`config.mk`:
```
export PLATFORM = sky130hd
export DESIGN_NAME = ubx_frame_receiver_flat
export DESIGN_NICKNAME = d
export VERILOG_FILES = /design/src/hw/rtl/ubxr_pkg.sv /design/src/hw/rtl/ubxr_in_if.sv /design/src/hw/rtl/ubxr_out_if.sv /design/src/hw/rtl/ubxr_in_stage.sv /design/src/hw/rtl/ubxr_parser.sv /design/src/hw/rtl/ubxr_out_buf.sv /design/src/hw/rtl/ubx_frame_receiver.sv /design/src/flat_wrapper.sv
export SDC_FILE = /design/constraint.sdc
export NUM_CORES = 1
export LEC_CHECK = 0
export ABC_AREA = 1
export CORE_MARGIN = 2
export CORE_UTILIZATION = 35
export DETAILED_ROUTE_END_ITERATION = 8
export DONT_BUFFER_PORTS = 1
export PLACE_DENSITY = 0.5
export SETUP_SLACK_MARGIN = 0.02
export SKIP_CTS_REPAIR_TIMING = 1
export SKIP_LAST_GASP = 1
export SYNTH_ARGS = -nofsm -noshare
export SYNTH_HDL_FRONTEND = slang
export SYNTH_SLANG_ARGS = --single-unit
```
`constraint.sdc`:
```
create_clock -name clk -period 15.9 [get_ports clk]
set_input_delay 1.59 -clock clk [delete_from_list [all_inputs] [get_ports clk]]
set_output_delay 1.59 -clock clk [all_outputs]
set_load 0.05 [all_outputs]
```
`src/hw/rtl/ubxr_pkg.sv`:
```
// ----------------------------------------------------------------------------
// ubxr_pkg
// Shared types and constants for the UBX frame receiver.
// ----------------------------------------------------------------------------
`default_nettype none

package ubxr_pkg;

  // sync pair that opens every frame
  localparam logic [7:0] SYNC_FIRST  = 8'hB5;
  localparam logic [7:0] SYNC_SECOND = 8'h62;

  // reset value of the maximum payload length register
  localparam logic [15:0] MAX_LEN_RESET = 16'd256;

  // end-of-frame status codes
  localparam logic [1:0] STATUS_GOOD     = 2'd0;
  localparam logic [1:0] STATUS_BAD_SUM  = 2'd1;
  localparam logic [1:0] STATUS_TOO_LONG = 2'd2;

  // parser phases
  typedef enum logic [3:0] {
    PH_SYNC1   = 4'd0,
    PH_SYNC2   = 4'd1,
    PH_CLASS   = 4'd2,
    PH_ID      = 4'd3,
    PH_LEN_L   = 4'd4,
    PH_LEN_H   = 4'd5,
    PH_PAYLOAD = 4'd6,
    PH_CKA     = 4'd7,
    PH_CKB     = 4'd8
  } phase_t;

  // one received byte handed from the input register to the parser
  typedef struct packed {
    logic       valid;
    logic [7:0] data;
  } beat_t;

  // one result beat
  typedef struct packed {
    logic        is_end;
    logic [7:0]  data_byte;
    logic [15:0] byte_index;
    logic [7:0]  msg_class;
    logic [7:0]  msg_id;
    logic [15:0] payload_len;
    logic [1:0]  frame_status;
  } result_t;

  // parser to output buffer
  typedef struct packed {
    logic    push;
    result_t res;
  } push_t;

endpackage

`default_nettype wire

```
`src/hw/rtl/ubxr_in_if.sv`:
```
// ----------------------------------------------------------------------------
// ubxr_in_if
// Received byte channel: valid/ready handshake with one byte per beat.
// ----------------------------------------------------------------------------
`default_nettype none

interface ubxr_in_if;
  logic       valid;
  logic       ready;
  logic [7:0] rx_byte;

  modport source (output valid, output rx_byte, input ready);
  modport sink   (input valid, input rx_byte, output ready);
endinterface

`default_nettype wire

```
`src/hw/rtl/ubxr_out_if.sv`:
```
// ----------------------------------------------------------------------------
// ubxr_out_if
// Result channel: payload bytes and end-of-frame status beats.
// ----------------------------------------------------------------------------
`default_nettype none

interface ubxr_out_if;
  logic        valid;
  logic        ready;
  logic        is_end;
  logic [7:0]  data_byte;
  logic [15:0] byte_index;
  logic [7:0]  msg_class;
  logic [7:0]  msg_id;
  logic [15:0] payload_len;
  logic [1:0]  frame_status;

  modport source (output valid, output is_end, output data_byte, output byte_index,
                  output msg_class, output msg_id, output payload_len,
                  output frame_status, input ready);
  modport sink   (input valid, input is_end, input data_byte, input byte_index,
                  input msg_class, input msg_id, input payload_len,
                  input frame_status, output ready);
endinterface

`default_nettype wire

```
`src/hw/rtl/ubxr_in_stage.sv`:
```
// ----------------------------------------------------------------------------
// ubxr_in_stage
// Input register: holds one received byte until the parser can take it.
// ----------------------------------------------------------------------------
`default_nettype none

module ubxr_in_stage (
  input  wire logic           clk,
  input  wire logic           rst_n,
  input  wire logic           in_valid,
  output logic                in_ready,
  input  wire logic [7:0]     in_data,
  input  wire logic           room,
  output ubxr_pkg::beat_t     issue
);
  import ubxr_pkg::*;

  logic       valid_r, valid_nxt;
  logic [7:0] data_r;
  logic       fire;
  logic       consume;

  // handshake
  assign consume  = valid_r & room;
  assign in_ready = ~valid_r | room;
  assign fire     = in_valid & in_ready;

  always_comb begin
    valid_nxt = valid_r;
    if (fire) begin
      valid_nxt = 1'b1;
    end else if (consume) begin
      valid_nxt = 1'b0;
    end
  end

  always_ff @(posedge clk) begin
    if (!rst_n) begin
      valid_r <= 1'b0;
    end else begin
      valid_r <= valid_nxt;
    end
  end

  // byte register, no reset needed
  always_ff @(posedge clk) begin
    if (fire) begin
      data_r <= in_data;
    end
  end

  assign issue.valid = consume;
  assign issue.data  = data_r;

endmodule

`default_nettype wire

```
`src/hw/rtl/ubxr_parser.sv`:
```
// ----------------------------------------------------------------------------
// ubxr_parser
// Frame state machine, Fletcher-8 checksum and length limit register.
// ----------------------------------------------------------------------------
`default_nettype none

module ubxr_parser (
  input  wire logic            clk,
  input  wire logic            rst_n,
  input  wire logic            cfg_we,
  input  wire logic [15:0]     cfg_wdata,
  input  wire ubxr_pkg::beat_t issue,
  output ubxr_pkg::push_t      push
);
  import ubxr_pkg::*;

  phase_t      phase_r, phase_nxt;
  logic [7:0]  class_r, class_nxt;
  logic [7:0]  id_r, id_nxt;
  logic [15:0] len_r, len_nxt;
  logic [15:0] seen_r, seen_nxt;
  logic [7:0]  sum_a_r, sum_a_nxt;
  logic [7:0]  sum_b_r, sum_b_nxt;
  logic [7:0]  cka_r, cka_nxt;
  logic [15:0] max_len_r;

  logic [7:0]  b;
  logic [7:0]  add_a;
  logic [7:0]  add_b;
  logic [15:0] len_full;
  logic [15:0] seen_inc;

  assign b        = issue.data;
  assign add_a    = sum_a_r + b;
  assign add_b    = sum_b_r + add_a;
  assign len_full = {b, len_r[7:0]};
  assign seen_inc = seen_r + 16'd1;

  // length limit register
  always_ff @(posedge clk) begin
    if (!rst_n) begin
      max_len_r <= MAX_LEN_RESET;
    end else if (cfg_we) begin
      max_len_r <= cfg_wdata;
    end
  end

  // state registers
  always_ff @(posedge clk) begin
    if (!rst_n) begin
      phase_r <= PH_SYNC1;
      class_r <= '0;
      id_r    <= '0;
      len_r   <= '0;
      seen_r  <= '0;
      sum_a_r <= '0;
      sum_b_r <= '0;
      cka_r   <= '0;
    end else if (issue.valid) begin
      phase_r <= phase_nxt;
      class_r <= class_nxt;
      id_r    <= id_nxt;
      len_r   <= len_nxt;
      seen_r  <= seen_nxt;
      sum_a_r <= sum_a_nxt;
      sum_b_r <= sum_b_nxt;
      cka_r   <= cka_nxt;
    end
  end

  // next state and result
  always_comb begin
    phase_nxt = phase_r;
    class_nxt = class_r;
    id_nxt    = id_r;
    len_nxt   = len_r;
    seen_nxt  = seen_r;
    sum_a_nxt = sum_a_r;
    sum_b_nxt = sum_b_r;
    cka_nxt   = cka_r;

    push.push             = 1'b0;
    push.res.is_end       = 1'b0;
    push.res.data_byte    = '0;
    push.res.byte_index   = '0;
    push.res.msg_class    = class_r;
    push.res.msg_id       = id_r;
    push.res.payload_len  = len_r;
    push.res.frame_status = STATUS_GOOD;

    case (phase_r)
      PH_SYNC1: begin
        if (b == SYNC_FIRST) begin
          phase_nxt = PH_SYNC2;
        end
      end
      PH_SYNC2: begin
        // a wrong second byte is not retried as a first sync byte
        if (b == SYNC_SECOND) begin
          phase_nxt = PH_CLASS;
          sum_a_nxt = '0;
          sum_b_nxt = '0;
        end else begin
          phase_nxt = PH_SYNC1;
        end
      end
      PH_CLASS: begin
        class_nxt = b;
        sum_a_nxt = add_a;
        sum_b_nxt = add_b;
        phase_nxt = PH_ID;
      end
      PH_ID: begin
        id_nxt    = b;
        sum_a_nxt = add_a;
        sum_b_nxt = add_b;
        phase_nxt = PH_LEN_L;
      end
      PH_LEN_L: begin
        len_nxt   = {8'd0, b};
        sum_a_nxt = add_a;
        sum_b_nxt = add_b;
        phase_nxt = PH_LEN_H;
      end
      PH_LEN_H: begin
        len_nxt   = len_full;
        sum_a_nxt = add_a;
        sum_b_nxt = add_b;
        seen_nxt  = '0;
        if (len_full > max_len_r) begin
          // oversize frame: report and hunt again
          phase_nxt              = PH_SYNC1;
          push.push              = 1'b1;
          push.res.is_end        = 1'b1;
          push.res.payload_len   = len_full;
          push.res.frame_status  = STATUS_TOO_LONG;
        end else if (len_full == 16'd0) begin
          phase_nxt = PH_CKA;
        end else begin
          phase_nxt = PH_PAYLOAD;
        end
      end
      PH_PAYLOAD: begin
        sum_a_nxt           = add_a;
        sum_b_nxt           = add_b;
        push.push           = 1'b1;
        push.res.data_byte  = b;
        push.res.byte_index = seen_r;
        seen_nxt            = seen_inc;
        if (seen_inc >= len_r) begin
          phase_nxt = PH_CKA;
        end
      end
      PH_CKA: begin
        cka_nxt   = b;
        phase_nxt = PH_CKB;
      end
      PH_CKB: begin
        phase_nxt           = PH_SYNC1;
        push.push           = 1'b1;
        push.res.is_end     = 1'b1;
        push.res.byte_index = len_r;
        if ((cka_r == sum_a_r) && (b == sum_b_r)) begin
          push.res.frame_status = STATUS_GOOD;
        end else begin
          push.res.frame_status = STATUS_BAD_SUM;
        end
      end
      default: begin
        phase_nxt = PH_SYNC1;
      end
    endcase

    push.push = push.push & issue.valid;
  end

endmodule

`default_nettype wire

```
`src/hw/rtl/ubxr_out_buf.sv`:
```
// ----------------------------------------------------------------------------
// ubxr_out_buf
// Result register with one skid entry so the parser keeps going under stall.
// ----------------------------------------------------------------------------
`default_nettype none

module ubxr_out_buf (
  input  wire logic            clk,
  input  wire logic            rst_n,
  input  wire ubxr_pkg::push_t push,
  output logic                 room,
  output logic                 out_valid,
  input  wire logic            out_ready,
  output ubxr_pkg::result_t    out_res
);
  import ubxr_pkg::*;

  logic    main_v_r, main_v_nxt;
  logic    skid_v_r, skid_v_nxt;
  result_t main_r, skid_r;
  logic    pop;
  logic    load_main_new;
  logic    load_main_skid;
  logic    load_skid;

  assign pop       = main_v_r & out_ready;
  assign room      = ~skid_v_r;
  assign out_valid = main_v_r;
  assign out_res   = main_r;

  // entry control
  always_comb begin
    main_v_nxt     = main_v_r;
    skid_v_nxt     = skid_v_r;
    load_main_new  = 1'b0;
    load_main_skid = 1'b0;
    load_skid      = 1'b0;
    if (skid_v_r) begin
      // no push arrives while the skid entry is full
      if (pop) begin
        load_main_skid = 1'b1;
        skid_v_nxt     = 1'b0;
      end
    end else if (push.push) begin
      if (!main_v_r || pop) begin
        load_main_new = 1'b1;
        main_v_nxt    = 1'b1;
      end else begin
        load_skid  = 1'b1;
        skid_v_nxt = 1'b1;
      end
    end else if (pop) begin
      main_v_nxt = 1'b0;
    end
  end

  always_ff @(posedge clk) begin
    if (!rst_n) begin
      main_v_r <= 1'b0;
      skid_v_r <= 1'b0;
    end else begin
      main_v_r <= main_v_nxt;
      skid_v_r <= skid_v_nxt;
    end
  end

  // payload registers
  always_ff @(posedge clk) begin
    if (load_main_new) begin
      main_r <= push.res;
    end else if (load_main_skid) begin
      main_r <= skid_r;
    end
    if (load_skid) begin
      skid_r <= push.res;
    end
  end

endmodule

`default_nettype wire

```
`src/hw/rtl/ubx_frame_receiver.sv`:
```
// ----------------------------------------------------------------------------
// ubx_frame_receiver
// Byte-serial UBX frame parser with Fletcher-8 check and cut-through payload.
// ----------------------------------------------------------------------------
// The receiver takes one serial byte per beat and sustains one byte every
// clock while no result waits in the skid entry. A byte passes an input
// register, then the parser updates its frame state and checksum and writes
// any result into the output register or its skid entry. Payload bytes come
// out with their index as they arrive; after the second checksum byte, or
// after an oversize length field, one end beat carries the status. The
// output register has one skid entry behind it: input stalls only once a
// result waits in that entry. cfg_we/cfg_wdata set the maximum payload length
// (256 after reset); write it only while the block is idle.
// ----------------------------------------------------------------------------
`default_nettype none

module ubx_frame_receiver (
  input  wire logic        clk,
  input  wire logic        rst_n,
  input  wire logic        cfg_we,
  input  wire logic [15:0] cfg_wdata,
  ubxr_in_if.sink          in_ch,
  ubxr_out_if.source       out_ch
);
  import ubxr_pkg::*;

  beat_t   issue;
  push_t   push;
  result_t res;
  logic    room;
  logic    in_ready;
  logic    out_valid;

  // input register
  ubxr_in_stage u_in_stage (
    .clk      (clk),
    .rst_n    (rst_n),
    .in_valid (in_ch.valid),
    .in_ready (in_ready),
    .in_data  (in_ch.rx_byte),
    .room     (room),
    .issue    (issue)
  );

  // frame parser
  ubxr_parser u_parser (
    .clk       (clk),
    .rst_n     (rst_n),
    .cfg_we    (cfg_we),
    .cfg_wdata (cfg_wdata),
    .issue     (issue),
    .push      (push)
  );

  // result register and skid
  ubxr_out_buf u_out_buf (
    .clk       (clk),
    .rst_n     (rst_n),
    .push      (push),
    .room      (room),
    .out_valid (out_valid),
    .out_ready (out_ch.ready),
    .out_res   (res)
  );

  // channel hookup
  assign in_ch.ready         = in_ready;
  assign out_ch.valid        = out_valid;
  assign out_ch.is_end       = res.is_end;
  assign out_ch.data_byte    = res.data_byte;
  assign out_ch.byte_index   = res.byte_index;
  assign out_ch.msg_class    = res.msg_class;
  assign out_ch.msg_id       = res.msg_id;
  assign out_ch.payload_len  = res.payload_len;
  assign out_ch.frame_status = res.frame_status;

endmodule

`default_nettype wire
```
`src/flat_wrapper.sv`:
```
// flat-port wrapper written by rule: the top's interface ports become plain ports
module ubx_frame_receiver_flat import ubxr_pkg::*;
  (clk, rst_n, cfg_we, cfg_wdata, in_ch_valid, in_ch_rx_byte, in_ch_ready, out_ch_valid, out_ch_is_end, out_ch_data_byte, out_ch_byte_index, out_ch_msg_class, out_ch_msg_id, out_ch_payload_len, out_ch_frame_status, out_ch_ready);
  ubxr_in_if in_ch_i ();
  ubxr_out_if out_ch_i ();
  input  wire logic clk;
  input  wire logic rst_n;
  input  wire logic cfg_we;
  input  wire logic [15:0] cfg_wdata;
  input wire logic [$bits(in_ch_i.valid)-1:0] in_ch_valid;
  input wire logic [$bits(in_ch_i.rx_byte)-1:0] in_ch_rx_byte;
  output wire logic [$bits(in_ch_i.ready)-1:0] in_ch_ready;
  output wire logic [$bits(out_ch_i.valid)-1:0] out_ch_valid;
  output wire logic [$bits(out_ch_i.is_end)-1:0] out_ch_is_end;
  output wire logic [$bits(out_ch_i.data_byte)-1:0] out_ch_data_byte;
  output wire logic [$bits(out_ch_i.byte_index)-1:0] out_ch_byte_index;
  output wire logic [$bits(out_ch_i.msg_class)-1:0] out_ch_msg_class;
  output wire logic [$bits(out_ch_i.msg_id)-1:0] out_ch_msg_id;
  output wire logic [$bits(out_ch_i.payload_len)-1:0] out_ch_payload_len;
  output wire logic [$bits(out_ch_i.frame_status)-1:0] out_ch_frame_status;
  input wire logic [$bits(out_ch_i.ready)-1:0] out_ch_ready;
  assign in_ch_i.valid = in_ch_valid;
  assign in_ch_i.rx_byte = in_ch_rx_byte;
  assign in_ch_ready = in_ch_i.ready;
  assign out_ch_valid = out_ch_i.valid;
  assign out_ch_is_end = out_ch_i.is_end;
  assign out_ch_data_byte = out_ch_i.data_byte;
  assign out_ch_byte_index = out_ch_i.byte_index;
  assign out_ch_msg_class = out_ch_i.msg_class;
  assign out_ch_msg_id = out_ch_i.msg_id;
  assign out_ch_payload_len = out_ch_i.payload_len;
  assign out_ch_frame_status = out_ch_i.frame_status;
  assign out_ch_i.ready = out_ch_ready;
  ubx_frame_receiver u_core (.clk(clk), .rst_n(rst_n), .cfg_we(cfg_we), .cfg_wdata(cfg_wdata), .in_ch(in_ch_i), .out_ch(out_ch_i));
endmodule
```
---- After elaboration in Yosys (flattened, before gate mapping) ----
Index checks and enable logic that the tools add are counted.
cells by class
  $lt $le $gt $ge ......................... 2
  equality and inequality tests ........... 16
  reductions and logical operators ........ 22
  muxes and demuxes ....................... 37
  add/subtract/negate cells ............... 3
  bitwise gates (word level) .............. 8
operators by type and width
  kind                                                                    number
  59-bit two-way mux                                                      2
  16-bit case mux with 2 select lines                                     3
  4-bit case mux with 8 select lines                                      1
  8-bit case mux with 2 select lines                                      2
  18-bit two-way mux                                                      1
  1-bit two-way mux                                                       17
  16-bit by 1-bit adder with 16-bit output (second input constant)        1
  8-bit adder                                                             2
  4-bit by 3-bit equality test with 1-bit output (second input constant)  4
  8-bit equality test                                                     2
  16-bit greater-or-equal comparator                                      1
  16-bit > comparator                                                     1
  16-bit logical NOT                                                      1
  16-bit two-way mux                                                      1
  8-bit two-way mux                                                       2
  4-bit two-way mux                                                       3
  3-bit AND reduction                                                     4
  2-bit nonzero test                                                      6
  2-bit AND reduction                                                     5
  4-bit by 2-bit equality test with 1-bit output (second input constant)  2
  8-bit by 7-bit equality test with 1-bit output (second input constant)  1
  8-bit equality test (second input constant)                             1
  2-bit != test (second input constant)                                   4
  5-bit OR reduction                                                      1
  other kinds (13)                                                        20
storage, ports and cells
  bits of input ports ..................... 29
  register bits ........................... 221
  logic and storage cells ................. 116
  output and inout bits ................... 61

---- Longest topological paths before layout ----
Gate-level depths: netlist of run 1.
  depth after elaboration ................. 7
  depth in mapped cells ................... 18
  gate-level depth less buffers ........... 18

---- Cells and area by module ----
From an unflattened synthesis of run 1, not the netlist that was laid out.
second synthesis, totals
  cell total of the unflattened synthesis .. 1,177
  area, all modules ....................... 10,560.1 µm²
modules (own cells, without submodules)
  module         instances  cells an instance  area an instance (µm²)  seq. area each (µm²)
  ubxr_parser    1          824                5,738.0                 1,841.8
  ubxr_out_buf   1          335                4,515.6                 3,583.4
  ubxr_in_stage  1          18                 306.5                   260.2

---- Least setup slack after synthesis of run 1 ----
OpenSTA, ideal clock, no wires.
  path kind ............................... input -> register
  from .................................... in out_ch_ready
  to ...................................... reg u_core.u_out_buf.main_r, in the netlist u_core.u_out_buf.out_res[0], enable pin
  buffers on the path ..................... 0
  cell stages on the path ................. 2
  data required time ...................... 15,343 ps
  setup time .............................. 557 ps
  arrival time ............................ 5,837 ps
  setup slack ............................. 9,506 ps
  cell sequence ........................... nand2_1 -> o21ai_0
on the way
  word-level cells in the longest chain between the ends .. 6
  elaborated cells on any way between the ends .. 8
  classes of those cells .................. mux (5); bitwise (1); reduce/logical (2)
RTL lines
  what                            line                source
  from (decl)                     flat_wrapper.sv:21  input wire logic [$bits(out_ch_i.ready)-1:0] out_ch_ready;
  1-bit bitwise AND *             ubxr_out_buf.sv:26  assign pop = main_v_r & out_ready;
  1-bit logical OR                ubxr_out_buf.sv:45  if (!main_v_r || pop) begin
  1-bit two-way mux               ubxr_out_buf.sv:45
  1-bit two-way mux               ubxr_out_buf.sv:44  end else if (push.push) begin
  1-bit two-way mux               ubxr_out_buf.sv:38  if (skid_v_r) begin
  2-bit nonzero test (no line) *  --
  to (signal assigned)            ubxr_out_buf.sv:70  main_r <= push.res;
  to (signal assigned)            ubxr_out_buf.sv:72  main_r <= skid_r;
  to (decl)                       ubxr_out_buf.sv:20  result_t main_r, skid_r;
Mark *: on every way between the ends. The rest lies on a longest branch, timed or not.
A chain may end at the register's enable or synchronous reset.

---- Worst setup path after layout of run 1 ----
  from .................................... reg u_core.u_in_stage.data_r[7]
  to ...................................... reg u_core.u_out_buf.main_r, in the netlist u_core.u_out_buf.out_res[21], enable pin
on the way
  word-level cells in the longest chain between the ends .. 7
RTL lines
  what                                line                 source
  from (decl)                         ubxr_in_stage.sv:19  logic [7:0] data_r;
  from (signal assigned)              ubxr_in_stage.sv:48  data_r <= in_data;
  16-bit > comparator                 ubxr_parser.sv:130   if (len_full > max_len_r) begin
  2-bit two-way mux                   ubxr_parser.sv:130
  1-bit case mux with 2 select lines  ubxr_parser.sv:91    case (phase_r)
  1-bit bitwise AND                   ubxr_parser.sv:174   push.push = push.push & issue.valid;
  1-bit two-way mux                   ubxr_out_buf.sv:44
  1-bit two-way mux                   ubxr_out_buf.sv:38
  2-bit nonzero test (no line)        --
No other way between the ends.

==> flow_summary.yaml, run 1 <==
outcome:
  status: "finished, final reports clean"
power:
  power.internal_mw: 1.01
  power_density_nw_per_um2: 108
  leakagePower_nw: 4.49
  p_comb_share_pct: 2.6
  ir_drop_v: 0.0000765
  swShare_pct: 21.1
  seq_power_share_pct: 47.7
  clockPowerShare_pct: 49.8
  p_sw_mw: 0.269
final_layout:
  final_util_pct: 39.6
  final_layout_size_suffix_gt1_share_pct: 10.6
  syn2layout_area_growth_pct: 11.3
  fin_cells: 1533
  fill_cells: 2975
  final_nets: 1198
  multi_input_area_sq_um: 4080
  seq_area_sq_um: 5690
route:
  drc: 0
  routed_wl_microns: 26700
  ant_nets: 0
  drtPass1Iterations: 5
  via_per_inst: 4.93
  wl_per_cell_microns: 17.4
  drt_iter0_drc: 569
  routed-via-count: 7558
clock_network:
  clock-root-buffer: "clkbuf_16"
  cts_max_path_buffers: 3
  htree_levels: 1
  cts_tree: "done"
  numCtsBuffers: 27
  clk_pin_slew_ps: 60
  cts.sinks: 221
  clk_latency_ps: 540
timing:
  fmax_ghz: 0.254
  grt_setup_unrepaired: "false"
  hold_viol: 0
  tightest_slew_ps: 1130
  setup_viol: 0
  relSlewSlack_pct: 24.4
  post-route-min-period_ps: 3940
  slew_viol_final: 0
  clock_skew_ps: 12.8
  finalCritPeriodShare_pct: 24.8
  setup-tns-final_ps: 0
synthesis:
  ys_seq_area_share_pct: 53.7
  syn_avg_cell_area_sq_um: 9.34
  synthTopCellsByArea: "edfxtp_1 36%, dfxtp_1 18%, nand2_1 8.9%"
  yosysMostFrequentCell: "nand2_1"
  ys_ff_latch: 221
  syn_nets: 1211
  synth_edf_count: 126
  synthCells: 1133
  ys.flop_type: "edfxtp_1"
  ys_warn_count: 0
  async_flop_share_pct: 0
  yosysUniqueCellTypes: 41
  synth_top_area_share_pct: 35.8
  synth_common_cells: "250 x nand2_1, 138 x inv_1, 126 x edfxtp_1, 117 x a21oi_1, 95 x dfxtp_1"
  yosysTopAreaCell: "edfxtp_1"
  syn-cell-area_sq_um: 10600
global_routing:
  grt_max_degree: 62
  grt_overflow: 0
  track_usage_pct: 17.2
  grt_pass1_vias: 7247
  grt_antenna_before_repair: 4
  grt_first_pass_wirelength_microns: 41900
worst_setup_path:
  critPathArrivalTime_ps: 4110
  required_ps: 16070
  ff2ff_path_depth: 10
  worstPathMaxFanout: 52
  timing_worst_setup_path_type: "flop to flop"
  cp-start-kind: "flop"
  critPathCaptureType: "flop"
flow_run:
  maxCapViolCount: 0
place:
  dp_cells: 1481
  globalplace.congestion: 0.855
  dp_hpwl_microns: 19600
  place.port_buffers: 0
die:
  coreArea_sq_um: 29700
  die_y_microns: 178
  die_w_microns: 178
  num_rows: 63
  die-area_sq_um: 31600
  pin_count: 90
  start_util_pct: 35.6
worst_hold_path:
  hold_depth: 0
  hold_path_class: "flop to flop"
## through the flow
step	instance area (sq um)	setup slack [ps]	power [mW]	hold WS (ps)
6_report	11800	11960	1.27	426
5_1_grt	11800	11600	1.32	436
4_1_cts	11800	11950	1.29	427
3_5_place_dp	10800	11970	0.652	413
3_3_place_gp	10800	11990	0.651	409
2_1_floorplan	10600	9510	0.643	408
## final timing paths
check	startpoint	end	slack [ps]
min	u_core.u_parser.class_r[0]	u_core.u_out_buf.skid_r[26]	430
max	u_core.u_in_stage.data_r[7]	u_core.u_out_buf.out_res[21]	11960
max reg2reg	u_core.u_in_stage.data_r[7]	u_core.u_out_buf.out_res[21]	11960
min reg2reg	u_core.u_parser.class_r[0]	u_core.u_out_buf.skid_r[26]	430
## state kept, by name, summed over array words and instances, names as in the netlist
name / count
u_core.u_out_buf.out_res: 59
u_core.u_out_buf.skid_r: 59
u_core.u_parser.len_r: 16
u_core.u_parser.max_len_r: 16
u_core.u_parser.seen_r: 16
u_core.u_in_stage.data_r: 8
u_core.u_parser.cka_r: 8
u_core.u_parser.class_r: 8
u_core.u_parser.id_r: 8
u_core.u_parser.sum_a_r: 8
u_core.u_parser.sum_b_r: 8
u_core.u_parser.phase_r: 4
u_core.u_in_stage.valid_r: 1
u_core.u_out_buf.out_valid: 1
u_core.u_out_buf.skid_v_r: 1
## cell type report
| type | count | share of cell area, % |
|---|---|---|
| clock buffer | 37 | 6.58 |
| timing repair buffer | 3 | 0.191 |
| clock inverter | 13 | 1.43 |
| antenna | 2 | 0.0425 |
| sequential | 221 | 48.3 |
| inverter | 148 | 4.73 |
| multi-input combinational | 719 | 34.6 |
| tap | 390 | 4.14 |
## power groups by stage
stage               clock network, mW  registers (mW)  logic [mW]
floorplan                           0           0.616      0.0265
global placement                    0           0.619      0.0324
detailed placement                  0           0.620      0.0325
CTS                             0.651           0.607      0.0327
global route                    0.672           0.608      0.0378
finish                          0.634           0.608      0.0326
## cells in the final DEF, fill, tap and decap left out, drive strengths merged, types with 2 or more instances in the layout
| cell type | synthesis | routed |
|---|---|---|
| nor2 | 38 | 38 |
| nand3 | 49 | 49 |
| a21o | 2 | 2 |
| clkinv | 2 | 8 |
| nand2 | 255 | 255 |
| o21ai | 101 | 101 |
| a31oi | 2 | 2 |
| diode | 0 | 2 |
| edfxtp | 126 | 126 |
| buf | 26 | 3 |
| clkinvlp | 0 | 2 |
| clkbuf | 19 | 37 |
| xnor2 | 15 | 15 |
| a211oi | 8 | 8 |
| xor2 | 17 | 17 |
| inv | 146 | 148 |
| nor3 | 12 | 12 |
| bufinv | 0 | 3 |
| or2 | 8 | 8 |
| o22ai | 13 | 13 |
| nor4 | 6 | 6 |
| fa | 2 | 2 |
| dfxtp | 95 | 95 |
| ha | 47 | 47 |
| a21oi | 117 | 117 |
| nand4 | 22 | 22 |
## metal layers
metal	part of all wire [%]	GRT usage (%)
met2	44	27.2
met5	0.041	0
met1	48	24.0
met3	5.3	3.43
met4	2.7	4.54
## worst max-delay path, stage by stage (launching register included)
cell	delay (ps)
edfxtp_1	580
ha_1	390
nand2_1	90
nor3_2	230
nand2_1	90
nand2_2	180
nand3_2	270
nand2_2	190
nand3_4	510
o21ai_4	380
buf_4	610
## cell families (layout without fill, tap and decap cells)
logic type	after synthesis	in the layout	share of synthesized area [%]
simple gates	391	391	16.1
compound gates	247	247	13.7
flops	221	221	53.7
buf+inv	193	201	7.90
fa+ha+maj	49	49	5.94
xor+xnor	32	32	2.65
other cells	0	2	0
Note: power is estimated with default switching activity, not from simulation.
==> inputs of run 2 (changes only) <==
==> constraint.sdc (replaced) <==
create_clock -name clk -period 3.8 [get_ports clk]
set_input_delay 0.38 -clock clk [delete_from_list [all_inputs] [get_ports clk]]
set_output_delay 0.38 -clock clk [all_outputs]
set_load 0.05 [all_outputs]
==> run 2 against run 1 <==
  * The flow now finishes with violations (negative hold slack)
  * Sequential power rose to 4.2 times the previous value
  * Non-clock buffer count up 19
  * Power rose to 4.0 times the previous value
  * Worst setup slack worse by 11000 ps
  * Clock skew up 0.85 ps
==> flow_summary.yaml, run 2 (synthesis results as in run 1) <==
final_layout:
  syn2layout_area_growth_pct: 12.0
  final_nets: 1216
  antennaDiodeCount: 0
  final_cell_mix: "250 x nand2_1, 137 x inv_1, 126 x edfxtp_1"
  final_common_cell: "nand2_1"
  final_layout_size_suffix_gt1_share_pct: 9.93
  fin_cells: 1548
worst_hold_path:
  holdPathEnd: "u_core.u_parser.max_len_r[6]"
  hold_path_class: "primary input to flop"
  hold_depth: 2
  min_from: "rst_n"
timing:
  relSlewSlack_pct: 29.1
  whs_ps: -11.0
  slew_viol_final: 0
  fmax_ghz: 0.318
  grt_setup_unrepaired: "false"
  clock_skew_ps: 13.7
  finalCritPeriodShare_pct: 82.9
  hold_viol: 5
  setup_viol: 0
  post-route-min-period_ps: 3150
  setup_slack_ps: 651
  setup-tns-final_ps: 0
  tightest_slew_ps: 1060
worst_setup_path:
  cp-start-kind: "flop"
  critPathCaptureType: "flop"
  slowest_stage: "edfxtp_1"
  r2r_start: "u_core.u_in_stage.data_r[7]"
  rrSetupSlack_ps: 650
  cp_cell_sequence: "ha_1 -> nand2_1 -> nor3_2 -> nand2_1 -> nand2_2 -> nand3_2 -> nand2_2 -> nand3_4 -> o21ai_4 -> buf_12"
  critical-path-max-stage-delay_ps: 600
  worstPathMaxFanout: 35
  crit_path_start: "u_core.u_in_stage.data_r[7]"
  required_ps: 4030
  critPathArrivalTime_ps: 3370
  timing.rr.end: "u_core.u_out_buf.out_res[40]"
  timing_worst_setup_path_type: "flop to flop"
  ff2ff_path_depth: 10
global_routing:
  track_usage_pct: 16.8
  grt_pass1_vias: 7213
  grt_first_pass_wirelength_microns: 41300
  grt_overflow: 0
  grt_antenna_before_repair: 0
  grt_max_degree: 110
place:
  dp_hpwl_microns: 18800
  dp_cells: 1488
  globalplace.congestion: 0.867
  place_ws_ps: 639
  place.port_buffers: 0
route:
  drtPass1Iterations: 5
  wl_per_cell_microns: 17.2
  ant_nets: 0
  routed-via-count: 7616
  drt_iter0_drc: 420
  routed_wl_microns: 26600
  via_per_inst: 4.92
  drc: 0
die:
  start_util_pct: 35.6
  die_y_microns: 178
  die_w_microns: 178
  num_rows: 63
  die-area_sq_um: 31600
  pin_count: 90
  coreArea_sq_um: 29700
clock_network:
  clock-root-buffer: "clkbuf_16"
  numCtsBuffers: 26
  cts.sinks: 221
  clk_pin_slew_ps: 60
  clk_latency_ps: 530
  htree_levels: 1
  cts_max_path_buffers: 3
  cts_tree: "done"
outcome:
  status: "finished, violations left"
  failed_checks: "negative hold slack"
power:
  leakagePower_nw: 4.52
  p_total_mw: 5.08
  power_density_nw_per_um2: 429
  ir_drop_v: 0.000311
flow_run:
  maxCapViolCount: 0
run 2: stage by stage:
step | util [%] | instance area [sq um]
5_1_grt | 39.9 | 11800
4_1_cts | 39.5 | 11700
2_1_floorplan | - | 10600
3_5_place_dp | 36.7 | 10900
6_report | 39.9 | 11800
3_3_place_gp | 36.7 | 10900
run 2: worst max-delay path, delay by kind of cell, from the launching register on:
family | cells | cell delay (ps)
DFF | 1 | 600
buffers and inverters | 1 | 300
and+or+nand+nor | 7 | 1170
AOI/OAI and AO/OA | 1 | 350
adders and majority gates | 1 | 400
run 2: layout make-up:
class | count | area [sq um]
fillers | 2930 | 17900
inverters | 148 | 557
well taps | 390 | 488
multi-input cells | 719 | 4080
clock buffers | 43 | 724
repair buffers | 22 | 233
flip-flops and latches | 221 | 5690
clock inverters | 5 | 85.1
run 2: per-layer routing:
metal  vias to the layer above  routed length, microns  GRT usage, %
met4                         0                     644          4.85
met1                      3545                   12500          23.4
met5                         -                       0             0
met2                       190                   12100          27.0
li1                       3838                       -             -
met3                        43                    1290          2.83
run 2: power breakdown:
part / switching, mW / total (mW) / internal [mW]
registers: 0.0141 / 2.54 / 2.52
logic: 0.105 / 0.158 / 0.0535
clock network: 0.958 / 2.39 / 1.43
run 2: worst max path at each step:
stage                                               to  slack [ps]  cells after the start
after floorplan             u_core.u_out_buf.skid_r[0]         660                      9
after global placement    u_core.u_out_buf.out_res[44]         720                     10
after detailed placement  u_core.u_out_buf.out_res[42]         640                     10
after CTS                 u_core.u_out_buf.out_res[42]         640                     10
after global routing      u_core.u_out_buf.out_res[46]         450                     10
final                     u_core.u_out_buf.out_res[40]         650                     10
